$ cat src/hdl/atou_pkg.sv
// Shared types, constants and command/status structs for the ASCII-to-unsigned parser.
package atou_pkg;

  localparam int MAX_LEN = 4096;
  localparam int POS_W   = $clog2(MAX_LEN + 1);
  localparam int VAL_W   = 32;
  localparam int CH_W    = 8;
  localparam int BASE_W  = 6;
  localparam int PROD_W  = VAL_W + BASE_W;

  localparam logic [BASE_W-1:0] RADIX_RESET = BASE_W'(10);
  localparam logic [BASE_W-1:0] BASE_MIN    = BASE_W'(2);
  localparam logic [BASE_W-1:0] BASE_MAX    = BASE_W'(36);
  localparam logic [BASE_W-1:0] BASE_OCT    = BASE_W'(8);
  localparam logic [BASE_W-1:0] BASE_DEC    = BASE_W'(10);
  localparam logic [BASE_W-1:0] BASE_HEX    = BASE_W'(16);
  localparam logic [BASE_W-1:0] DIGIT_NONE  = '1;

  localparam logic [CH_W-1:0] CH_NUL   = 8'h00;
  localparam logic [CH_W-1:0] CH_TAB   = 8'h09;
  localparam logic [CH_W-1:0] CH_CR    = 8'h0D;
  localparam logic [CH_W-1:0] CH_SPACE = 8'h20;
  localparam logic [CH_W-1:0] CH_PLUS  = 8'h2B;
  localparam logic [CH_W-1:0] CH_MINUS = 8'h2D;
  localparam logic [CH_W-1:0] CH_ZERO  = 8'h30;
  localparam logic [CH_W-1:0] CH_NINE  = 8'h39;
  localparam logic [CH_W-1:0] CH_UA    = 8'h41;
  localparam logic [CH_W-1:0] CH_UX    = 8'h58;
  localparam logic [CH_W-1:0] CH_UZ    = 8'h5A;
  localparam logic [CH_W-1:0] CH_LA    = 8'h61;
  localparam logic [CH_W-1:0] CH_LX    = 8'h78;
  localparam logic [CH_W-1:0] CH_LZ    = 8'h7A;

  typedef enum logic [2:0] {
    PH_WS,
    PH_SIGNED,
    PH_ZERO,
    PH_HEXONE,
    PH_DEC,
    PH_DIGITS,
    PH_DONE
  } phase_t;

  typedef enum logic [1:0] {
    ACC_HOLD,
    ACC_WRAP,
    ACC_SAT
  } acc_op_t;

  typedef enum logic [2:0] {
    BSEL_HOLD,
    BSEL_RADIX,
    BSEL_TEN,
    BSEL_OCT,
    BSEL_HEX
  } base_sel_t;

  typedef enum logic [1:0] {
    RES_ZERO,
    RES_BASE_ERR,
    RES_ACC,
    RES_HEX_PREFIX
  } res_sel_t;

  typedef struct packed {
    logic      step;
    logic      restart;
    logic      pos_inc;
    acc_op_t   acc_op;
    base_sel_t base_sel;
    logic      set_seen;
    logic      set_neg;
    logic      emit;
    res_sel_t  res_sel;
  } atou_cmd_t;

  typedef struct packed {
    logic is_space;
    logic is_plus;
    logic is_minus;
    logic is_zero;
    logic is_x;
    logic is_dec;
    logic lt_radix;
    logic lt_active;
    logic lt_oct;
    logic lt_hex;
    logic seen;
    logic radix_auto;
    logic radix_ten;
    logic radix_bad;
  } atou_status_t;

  function automatic logic [BASE_W-1:0] digit_of(input logic [CH_W-1:0] c);
    logic [BASE_W-1:0] d;
    d = DIGIT_NONE;
    if (c >= CH_ZERO && c <= CH_NINE) begin
      d = BASE_W'(c - CH_ZERO);
    end else if (c >= CH_LA && c <= CH_LZ) begin
      d = BASE_W'(c - CH_LA) + BASE_DEC;
    end else if (c >= CH_UA && c <= CH_UZ) begin
      d = BASE_W'(c - CH_UA) + BASE_DEC;
    end
    return d;
  endfunction

endpackage

$ cat src/hdl/ascii_to_unsigned_parser.sv
// Top level of the streaming ASCII-to-unsigned converter.
// Usage:
//   Feed one character per request on ch, with first high on the first
//   character of each string. Leading whitespace and one '+' are skipped,
//   then digits are accumulated in the base held by the radix register
//   (0 = auto-detect, 2..36 fixed). Write radix with radix_we while idle.
//   One result (value, end_offset, range_error, base_error) comes per
//   string, on the character that ends the number; later characters are
//   absorbed without result until the next first.
// Timing:
//   One character is taken per cycle while in_ready is high; the accumulator
//   multiply-add is combinational. The result is registered and shows on out_valid
//   the cycle after the terminating character is accepted.
//   in_ready = !out_valid || out_ready, so a waiting result blocks input
//   only while the receiver stalls; the result holds until taken.
// Reset:
//   rst (synchronous) clears the parse state and out_valid and sets the
//   radix to 10.
module ascii_to_unsigned_parser (
  input  logic                        clk,
  input  logic                        rst,
  input  logic                        radix_we,
  input  logic [atou_pkg::BASE_W-1:0] radix,
  input  logic                        in_valid,
  output logic                        in_ready,
  input  logic [atou_pkg::CH_W-1:0]   ch,
  input  logic                        first,
  output logic                        out_valid,
  input  logic                        out_ready,
  output logic [atou_pkg::VAL_W-1:0]  value,
  output logic [atou_pkg::POS_W-1:0]  end_offset,
  output logic                        range_error,
  output logic                        base_error
);
  import atou_pkg::*;

  atou_cmd_t    cmd;
  atou_status_t status;

  atou_ctrl u_ctrl (
    .clk       (clk),
    .rst       (rst),
    .in_valid  (in_valid),
    .in_ready  (in_ready),
    .first     (first),
    .out_valid (out_valid),
    .out_ready (out_ready),
    .status    (status),
    .cmd       (cmd)
  );

  atou_dp u_dp (
    .clk         (clk),
    .rst         (rst),
    .radix_we    (radix_we),
    .radix       (radix),
    .ch          (ch),
    .cmd         (cmd),
    .status      (status),
    .value       (value),
    .end_offset  (end_offset),
    .range_error (range_error),
    .base_error  (base_error)
  );

endmodule

$ cat src/hdl/atou_dp.sv
// Datapath: radix register, accumulator, position counter and result register.
module atou_dp (
  input  logic                          clk,
  input  logic                          rst,
  input  logic                          radix_we,
  input  logic [atou_pkg::BASE_W-1:0]   radix,
  input  logic [atou_pkg::CH_W-1:0]     ch,
  input  atou_pkg::atou_cmd_t           cmd,
  output atou_pkg::atou_status_t        status,
  output logic [atou_pkg::VAL_W-1:0]    value,
  output logic [atou_pkg::POS_W-1:0]    end_offset,
  output logic                          range_error,
  output logic                          base_error
);
  import atou_pkg::*;

  logic [BASE_W-1:0] cfg_radix;
  logic [VAL_W-1:0]  acc;
  logic [BASE_W-1:0] active_base;
  logic [POS_W-1:0]  pos;
  logic              seen;
  logic              neg;
  logic              ovf;

  logic [VAL_W-1:0]  acc_cur;
  logic [BASE_W-1:0] base_cur;
  logic [POS_W-1:0]  pos_cur;
  logic              seen_cur;
  logic              neg_cur;
  logic              ovf_cur;

  logic [CH_W-1:0]   c;
  logic [BASE_W-1:0] dig;
  logic [BASE_W-1:0] base_eff;
  logic [PROD_W-1:0] prod;
  logic              prod_ovf;
  logic              ovf_next;
  logic [VAL_W-1:0]  acc_next;

  // A new string starts from cleared state in the same step.
  assign acc_cur  = cmd.restart ? '0 : acc;
  assign base_cur = cmd.restart ? '0 : active_base;
  assign pos_cur  = cmd.restart ? '0 : pos;
  assign seen_cur = cmd.restart ? 1'b0 : seen;
  assign neg_cur  = cmd.restart ? 1'b0 : neg;
  assign ovf_cur  = cmd.restart ? 1'b0 : ovf;

  // Past the length limit every character reads as NUL.
  assign c   = (pos_cur >= POS_W'(MAX_LEN)) ? CH_NUL : ch;
  assign dig = digit_of(c);

  always_comb begin
    status.is_space   = (c == CH_SPACE) || (c >= CH_TAB && c <= CH_CR);
    status.is_plus    = (c == CH_PLUS);
    status.is_minus   = (c == CH_MINUS);
    status.is_zero    = (c == CH_ZERO);
    status.is_x       = (c == CH_LX) || (c == CH_UX);
    status.is_dec     = (c >= CH_ZERO) && (c <= CH_NINE);
    status.lt_radix   = (dig < cfg_radix);
    status.lt_active  = (dig < base_cur);
    status.lt_oct     = (dig < BASE_OCT);
    status.lt_hex     = (dig < BASE_HEX);
    status.seen       = seen_cur;
    status.radix_auto = (cfg_radix == '0);
    status.radix_ten  = (cfg_radix == BASE_DEC);
    status.radix_bad  = (cfg_radix != '0) && ((cfg_radix < BASE_MIN) || (cfg_radix > BASE_MAX));
  end

  always_comb begin
    case (cmd.base_sel)
      BSEL_HOLD:  base_eff = base_cur;
      BSEL_RADIX: base_eff = cfg_radix;
      BSEL_TEN:   base_eff = BASE_DEC;
      BSEL_OCT:   base_eff = BASE_OCT;
      BSEL_HEX:   base_eff = BASE_HEX;
      default:    base_eff = base_cur;
    endcase
  end

  assign prod     = PROD_W'(acc_cur) * PROD_W'(base_eff) + PROD_W'(dig);
  assign prod_ovf = (prod[PROD_W-1:VAL_W] != '0);

  always_comb begin
    ovf_next = ovf_cur;
    acc_next = acc_cur;
    case (cmd.acc_op)
      ACC_HOLD: acc_next = acc_cur;
      ACC_WRAP: acc_next = prod[VAL_W-1:0];
      ACC_SAT: begin
        ovf_next = ovf_cur | prod_ovf;
        acc_next = ovf_next ? '1 : prod[VAL_W-1:0];
      end
      default:  acc_next = acc_cur;
    endcase
  end

  always_ff @(posedge clk) begin
    if (rst) begin
      cfg_radix <= RADIX_RESET;
    end else if (radix_we) begin
      cfg_radix <= radix;
    end
  end

  always_ff @(posedge clk) begin
    if (rst) begin
      acc         <= '0;
      active_base <= '0;
      pos         <= '0;
      seen        <= 1'b0;
      neg         <= 1'b0;
      ovf         <= 1'b0;
    end else if (cmd.step) begin
      acc         <= acc_next;
      active_base <= base_eff;
      pos         <= cmd.pos_inc ? pos_cur + POS_W'(1) : pos_cur;
      seen        <= seen_cur | cmd.set_seen;
      neg         <= neg_cur | cmd.set_neg;
      ovf         <= ovf_next;
    end
  end

  // Result register, loaded only on the step that ends the number.
  always_ff @(posedge clk) begin
    if (cmd.step && cmd.emit) begin
      case (cmd.res_sel)
        RES_ZERO: begin
          value       <= '0;
          end_offset  <= '0;
          range_error <= 1'b0;
          base_error  <= 1'b0;
        end
        RES_BASE_ERR: begin
          value       <= '0;
          end_offset  <= '0;
          range_error <= 1'b0;
          base_error  <= 1'b1;
        end
        RES_ACC: begin
          value       <= neg_cur ? ('0 - acc_cur) : acc_cur;
          end_offset  <= pos_cur;
          range_error <= ovf_cur;
          base_error  <= 1'b0;
        end
        RES_HEX_PREFIX: begin
          value       <= '0;
          end_offset  <= pos_cur - POS_W'(1);
          range_error <= 1'b0;
          base_error  <= 1'b0;
        end
        default: begin
          value       <= '0;
          end_offset  <= '0;
          range_error <= 1'b0;
          base_error  <= 1'b0;
        end
      endcase
    end
  end

endmodule

$ cat src/hdl/atou_ctrl.sv
// Controller: parse phase state machine and request/result handshake.
module atou_ctrl (
  input  logic                   clk,
  input  logic                   rst,
  input  logic                   in_valid,
  output logic                   in_ready,
  input  logic                   first,
  output logic                   out_valid,
  input  logic                   out_ready,
  input  atou_pkg::atou_status_t status,
  output atou_pkg::atou_cmd_t    cmd
);
  import atou_pkg::*;

  phase_t phase;
  phase_t phase_next;
  phase_t phase_cur;
  logic   out_valid_next;
  logic   accept;
  logic   do_start;
  logic   do_dec;
  logic   do_gen;
  logic   gen_ok;

  assign in_ready  = !out_valid || out_ready;
  assign accept    = in_valid && in_ready;
  assign phase_cur = first ? PH_WS : phase;

  always_ff @(posedge clk) begin
    if (rst) begin
      phase     <= PH_WS;
      out_valid <= 1'b0;
    end else begin
      phase     <= phase_next;
      out_valid <= out_valid_next;
    end
  end

  always_comb begin
    cmd          = '0;
    cmd.step     = accept;
    cmd.restart  = first;
    cmd.acc_op   = ACC_HOLD;
    cmd.base_sel = BSEL_HOLD;
    cmd.res_sel  = RES_ZERO;
    do_start     = 1'b0;
    do_dec       = 1'b0;
    do_gen       = 1'b0;
    gen_ok       = 1'b0;
    phase_next   = phase_cur;

    case (phase_cur)
      PH_WS: begin
        if (status.is_space) begin
          cmd.pos_inc = 1'b1;
        end else if (status.is_plus) begin
          cmd.pos_inc = 1'b1;
          phase_next  = PH_SIGNED;
        end else begin
          do_start = 1'b1;
        end
      end
      PH_SIGNED: do_start = 1'b1;
      PH_ZERO: begin
        if (status.is_x) begin
          cmd.base_sel = BSEL_HEX;
          cmd.pos_inc  = 1'b1;
          phase_next   = PH_HEXONE;
        end else begin
          cmd.base_sel = BSEL_OCT;
          do_gen       = 1'b1;
          gen_ok       = status.lt_oct;
        end
      end
      PH_HEXONE: begin
        if (status.lt_hex) begin
          do_gen = 1'b1;
          gen_ok = status.lt_active;
        end else begin
          cmd.emit    = 1'b1;
          cmd.res_sel = RES_HEX_PREFIX;
          phase_next  = PH_DONE;
        end
      end
      PH_DEC: do_dec = 1'b1;
      PH_DIGITS: begin
        do_gen = 1'b1;
        gen_ok = status.lt_active;
      end
      PH_DONE: phase_next = PH_DONE;
      default: phase_next = PH_DONE;
    endcase

    // First significant character: pick the base and route the character.
    if (do_start) begin
      if (status.radix_auto && status.is_zero) begin
        cmd.set_seen = 1'b1;
        cmd.pos_inc  = 1'b1;
        phase_next   = PH_ZERO;
      end else if (status.radix_bad) begin
        cmd.emit    = 1'b1;
        cmd.res_sel = RES_BASE_ERR;
        phase_next  = PH_DONE;
      end else begin
        cmd.base_sel = status.radix_auto ? BSEL_TEN : BSEL_RADIX;
        if (status.radix_auto || status.radix_ten) begin
          phase_next = PH_DEC;
          if (status.is_minus) begin
            cmd.set_neg = 1'b1;
            cmd.pos_inc = 1'b1;
          end else begin
            do_dec = 1'b1;
          end
        end else begin
          do_gen = 1'b1;
          gen_ok = status.lt_radix;
        end
      end
    end

    if (do_dec) begin
      if (status.is_dec) begin
        cmd.acc_op   = ACC_WRAP;
        cmd.set_seen = 1'b1;
        cmd.pos_inc  = 1'b1;
      end else begin
        cmd.emit    = 1'b1;
        cmd.res_sel = status.seen ? RES_ACC : RES_ZERO;
        phase_next  = PH_DONE;
      end
    end

    if (do_gen) begin
      if (gen_ok) begin
        cmd.acc_op   = ACC_SAT;
        cmd.set_seen = 1'b1;
        cmd.pos_inc  = 1'b1;
        phase_next   = PH_DIGITS;
      end else begin
        cmd.emit    = 1'b1;
        cmd.res_sel = status.seen ? RES_ACC : RES_ZERO;
        phase_next  = PH_DONE;
      end
    end

    // Hold state unless a request is taken.
    if (!accept) begin
      phase_next = phase;
    end

    out_valid_next = out_valid && !out_ready;
    if (accept && cmd.emit) begin
      out_valid_next = 1'b1;
    end
  end

endmodule

$ cat config.mk
export PLATFORM = sky130hd
export DESIGN_NAME = ascii_to_unsigned_parser
export DESIGN_NICKNAME = d
export VERILOG_FILES = /design/src/hdl/atou_pkg.sv /design/src/hdl/ascii_to_unsigned_parser.sv /design/src/hdl/atou_dp.sv /design/src/hdl/atou_ctrl.sv
export SDC_FILE = /design/constraint.sdc
export NUM_CORES = 1
export LEC_CHECK = 0
export ABC_AREA = 1
export ABC_CLOCK_PERIOD_IN_PS = 9300
export BUFFER_PORTS_ARGS = -buffer_cell sky130_fd_sc_hd__buf_2
export CAP_MARGIN = 20
export CORE_ASPECT_RATIO = 1.2
export CORE_MARGIN = 2
export CORE_UTILIZATION = 55
export CTS_BUF_LIST = sky130_fd_sc_hd__clkbuf_16
export CTS_CLUSTER_SIZE = 10
export DETAILED_ROUTE_END_ITERATION = 10
export GPL_TIMING_DRIVEN = 0
export PLACE_DENSITY = 0.78
export SYNTH_ARGS = -nofsm -noshare
export SYNTH_HDL_FRONTEND = slang
export SYNTH_SLANG_ARGS = --single-unit
$ cat constraint.sdc
create_clock -name clk -period 9.3 [get_ports clk]
set_clock_uncertainty 0.2 [all_clocks]
set_input_delay 1.395 -clock clk [delete_from_list [all_inputs] [get_ports clk]]
set_output_delay 1.395 -clock clk [all_outputs]
set_load 0.02 [all_outputs]
==> out/metrics.cfg <==
[route]
ant_nets = 0
detail_route.wl_per_cell_microns = 16.9
vias = 13300
via_per_inst = 5.63
first_pass_iters = 6
drtIter0Drc = 901
wirelength_microns = 40000
drcViolationCount = 0

[clocking]
holdBufCountCts = 0
cts_htree_levels = 3
cts_sinks = 111
clock_latency_ps = 370
cts_tree = built
root_buffer = clkbuf_16
cts_buffer_depth = 2
numCtsBuffers = 9
clkTransAtPathRegs_ps = 80

[die]
num_rows = 63
core_sq_um = 24700
dieHeight_microns = 178
start_util_pct = 56.0
fp.dieW_microns = 149
die-area_sq_um = 26400
io-pin-count = 69

[yosys]
synthArstFlopShare_pct = 0
synth-seq-cells = 111
synth_seq_area_share_pct = 19.5
synth_edf_count = 47
synth_nets = 2202
synth_area_sq_um = 13800
syn_avg_cell_area_sq_um = 7.08
yosysWarnings = 0
synthFlopType = dfxtp_1
synthCells = 1952
yosysUniqueCellTypes = 51

[place]
dp_hpwl_microns = 33000
post_dp_cell_area_sq_um = 14600
gp_congestion = 0.976
io_buffer_count = 66
dpl_worst_slack_ps = -662

[setup_path]
start_kind = input pin
end_kind = flop
regToRegStartpoint = u_dp.pos[12]$_SDFFE_PP0P_
worstSetupPathType = in2reg
endpoint = u_dp.acc[30]$_SDFFE_PP0P_
r2r_slack_ps = 1040
crit_top_cell = nand2_1
cp.arrival_ps = 8860
ff2ff_path_depth = 48
cp-startpoint = first
cpPeakStageDelay_ps = 560
worstPathRequired_ps = 9330
reg2reg_to = u_dp.acc[30]$_SDFFE_PP0P_
cp_slowest_cell = fa_1
cp_max_fo = 10

[finish]
drive_above_1_share_pct = 9.96
final-seq-area_sq_um = 2690
stdcell_area_sq_um = 15000
multi_input_area_sq_um = 9900
area_delta_synth_final_pct = 8.37
finish.utilization_pct = 60.7
finalNetCount = 2283
nFillCells = 2246
n_antenna_cell = 0

[sta]
timing.final.hold_violations = 0
setup_tns_ps = 0
post-route-period-util_pct = 95.0
fmax_ghz = 0.113
setup_viol = 0
layout_min_cycle_time_ps = 8830
slew_headroom_pct = 40.6
slew_violations = 0
layout_setup_ws_ps = 469
worst_slew_pin_slew_ps = 884

[pwr]
peakVddDrop_v = 0.0000910
power_leakage_uw = 0.00730
p_per_area_nw_per_um2 = 116

[worst_hold_path]
hold_class = reg2reg
hold-path-cell-count = 2

[global_route]
track_usage_pct = 31.4
grt_overflow = 0
grt_antenna_before_repair = 0
grt_max_degree = 28
first_global_vias = 13300
grt_pass1_wl_microns = 65300

[run_status]
status = completed

[run]
maxCapViolCount = 0

==> critical path, delay by kind of cell <==
kind / cells / cell delay [ps]
AO/OA/AOI/OAI: 3 / 440
adder cells (fa/ha/maj): 6 / 2590
buffers and inverters: 16 / 1570
AND/OR/NAND/NOR: 24 / 2880
==> logic make-up (layout without fill, tap and decap cells) <==
logic type	Yosys count	after routing	synth area share [%]
compound gates	258	258	10.3
xor+xnor	51	51	3.23
fa+ha+maj	230	230	27.5
buf+inv	323	409	9.50
flops	111	111	19.5
mux	1	1	0.0724
simple gates	978	978	29.9
==> state kept, by name, indices dropped and copies added, names as in the netlist <==
signal and cells:
u_dp.ovf 1, u_dp.pos 13, u_dp.range_error 1, u_dp.neg 1
u_dp.value 32, u_ctrl.out_valid 1, u_dp.acc 32, u_dp.active_base 6
u_ctrl.phase 3, u_dp.end_offset 13, u_dp.cfg_radix 6, u_dp.seen 1
u_dp.base_error 1
==> cell usage after synthesis (2+ instances only) <==
library cell	n	share of area, %
nand4_1	17	0.77
o21ai_2	3	0.19
dfxtp_1	64	9.3
a21o_1	8	0.43
inv_2	14	0.38
nand2_2	15	0.68
o211ai_1	8	0.43
o31ai_1	4	0.22
buf_4	6	0.33
inv_1	247	6.7
fa_1	124	18
nand2_1	339	9.2
clkbuf_1	22	0.60
edfxtp_1	47	10
or2_2	5	0.23
a21oi_2	3	0.19
o22ai_1	5	0.23
o21ai_0	74	2.7
ha_1	106	9.6
nand3_2	8	0.58
nor2_2	2	0.090
buf_6	6	0.49
nor3_2	5	0.36
nor2_4	2	0.16
buf_2	23	0.83
o21ai_1	8	0.29
a31oi_1	17	0.77
nand3_1	107	3.9
nor4_1	8	0.36
nor2_1	442	12
o21bai_1	4	0.22
xor2_1	39	2.5
nor3_1	19	0.69
nand3_4	2	0.25
xnor2_1	12	0.76
buf_1	4	0.11
a21oi_1	118	4.3
a211oi_1	2	0.11
==> worst min path at each step <==
stage                                      to  slack, ps                       from
global route        u_dp.acc[12]$_SDFFE_PP0P_        280  u_dp.acc[12]$_SDFFE_PP0P_
CTS                 u_dp.acc[12]$_SDFFE_PP0P_        270  u_dp.acc[12]$_SDFFE_PP0P_
detailed placement  u_dp.acc[12]$_SDFFE_PP0P_        260  u_dp.acc[12]$_SDFFE_PP0P_
global placement    u_dp.acc[11]$_SDFFE_PP0P_        250  u_dp.acc[11]$_SDFFE_PP0P_
floorplan            u_dp.acc[0]$_SDFFE_PP0P_        250   u_dp.acc[0]$_SDFFE_PP0P_
finish               u_dp.acc[6]$_SDFFE_PP0P_        270   u_dp.acc[6]$_SDFFE_PP0P_
==> metrics by stage <==
step | hold slack, ps | cells | power [uW]
2_1_floorplan | 245 | 1952 | 1130
3_3_place_gp | 252 | 2343 | 1330
3_5_place_dp | 255 | 2344 | 1340
4_1_cts | 267 | 2359 | 1720
5_1_grt | 281 | 2363 | 1850
6_report | 266 | 2363 | 1740
==> cell type report <==
class,count,share of cell area [%]
multi-input combinational,1518,66.1
sequential,111,18.0
inverter,262,6.60
tap,325,2.71
timing repair buffer,71,2.54
buffer,60,2.18
clock buffer,9,1.50
clock inverter,7,0.418
==> power by group <==
group / switching [uW] / internal [uW] / total, uW
registers: 21.3 / 571 / 592
clock network: 200 / 189 / 389
logic: 533 / 230 / 763
total: 754 / 989 / 1740
==> cells in the final DEF (no fill, tap or decap), types with 8 or more instances in the layout <==
master / Yosys / final
nand3_1: 107 / 106
xor2_1: 39 / 39
o21ai_0: 74 / 70
nand2_1: 339 / 338
nand3_2: 8 / 9
nand2_2: 15 / 15
nor3_1: 19 / 18
inv_1: 247 / 244
nand4_1: 17 / 17
xnor2_1: 12 / 12
o21ai_1: 8 / 10
dfxtp_1: 64 / 64
a31oi_1: 17 / 16
o211ai_1: 8 / 8
a21oi_1: 118 / 116
clkbuf_1: 22 / 21
clkbuf_16: 0 / 9
ha_1: 106 / 106
edfxtp_1: 47 / 47
buf_2: 23 / 87
nor2_1: 442 / 440
inv_2: 14 / 17
buf_4: 6 / 11
a21o_1: 8 / 8
fa_1: 124 / 124
==> timing repair <==
action,CTS,global route
buffers inserted,0,4
endpoints found under the setup margin,33,33
hold endpoints to repair,0,0
pin swaps,0,2
resized for setup,4,22
==> routing by layer <==
metal  track usage, %  part of all wire [%]  vias to the layer above
li1                 -                     -                     6389
met1             36.9                    38                     6220
met2             54.8                    49                      563
met3             4.73                   7.1                      131
met4             17.3                   5.5                        0
met5                0                     0                        -
Power figures use the tool's default switching activity.
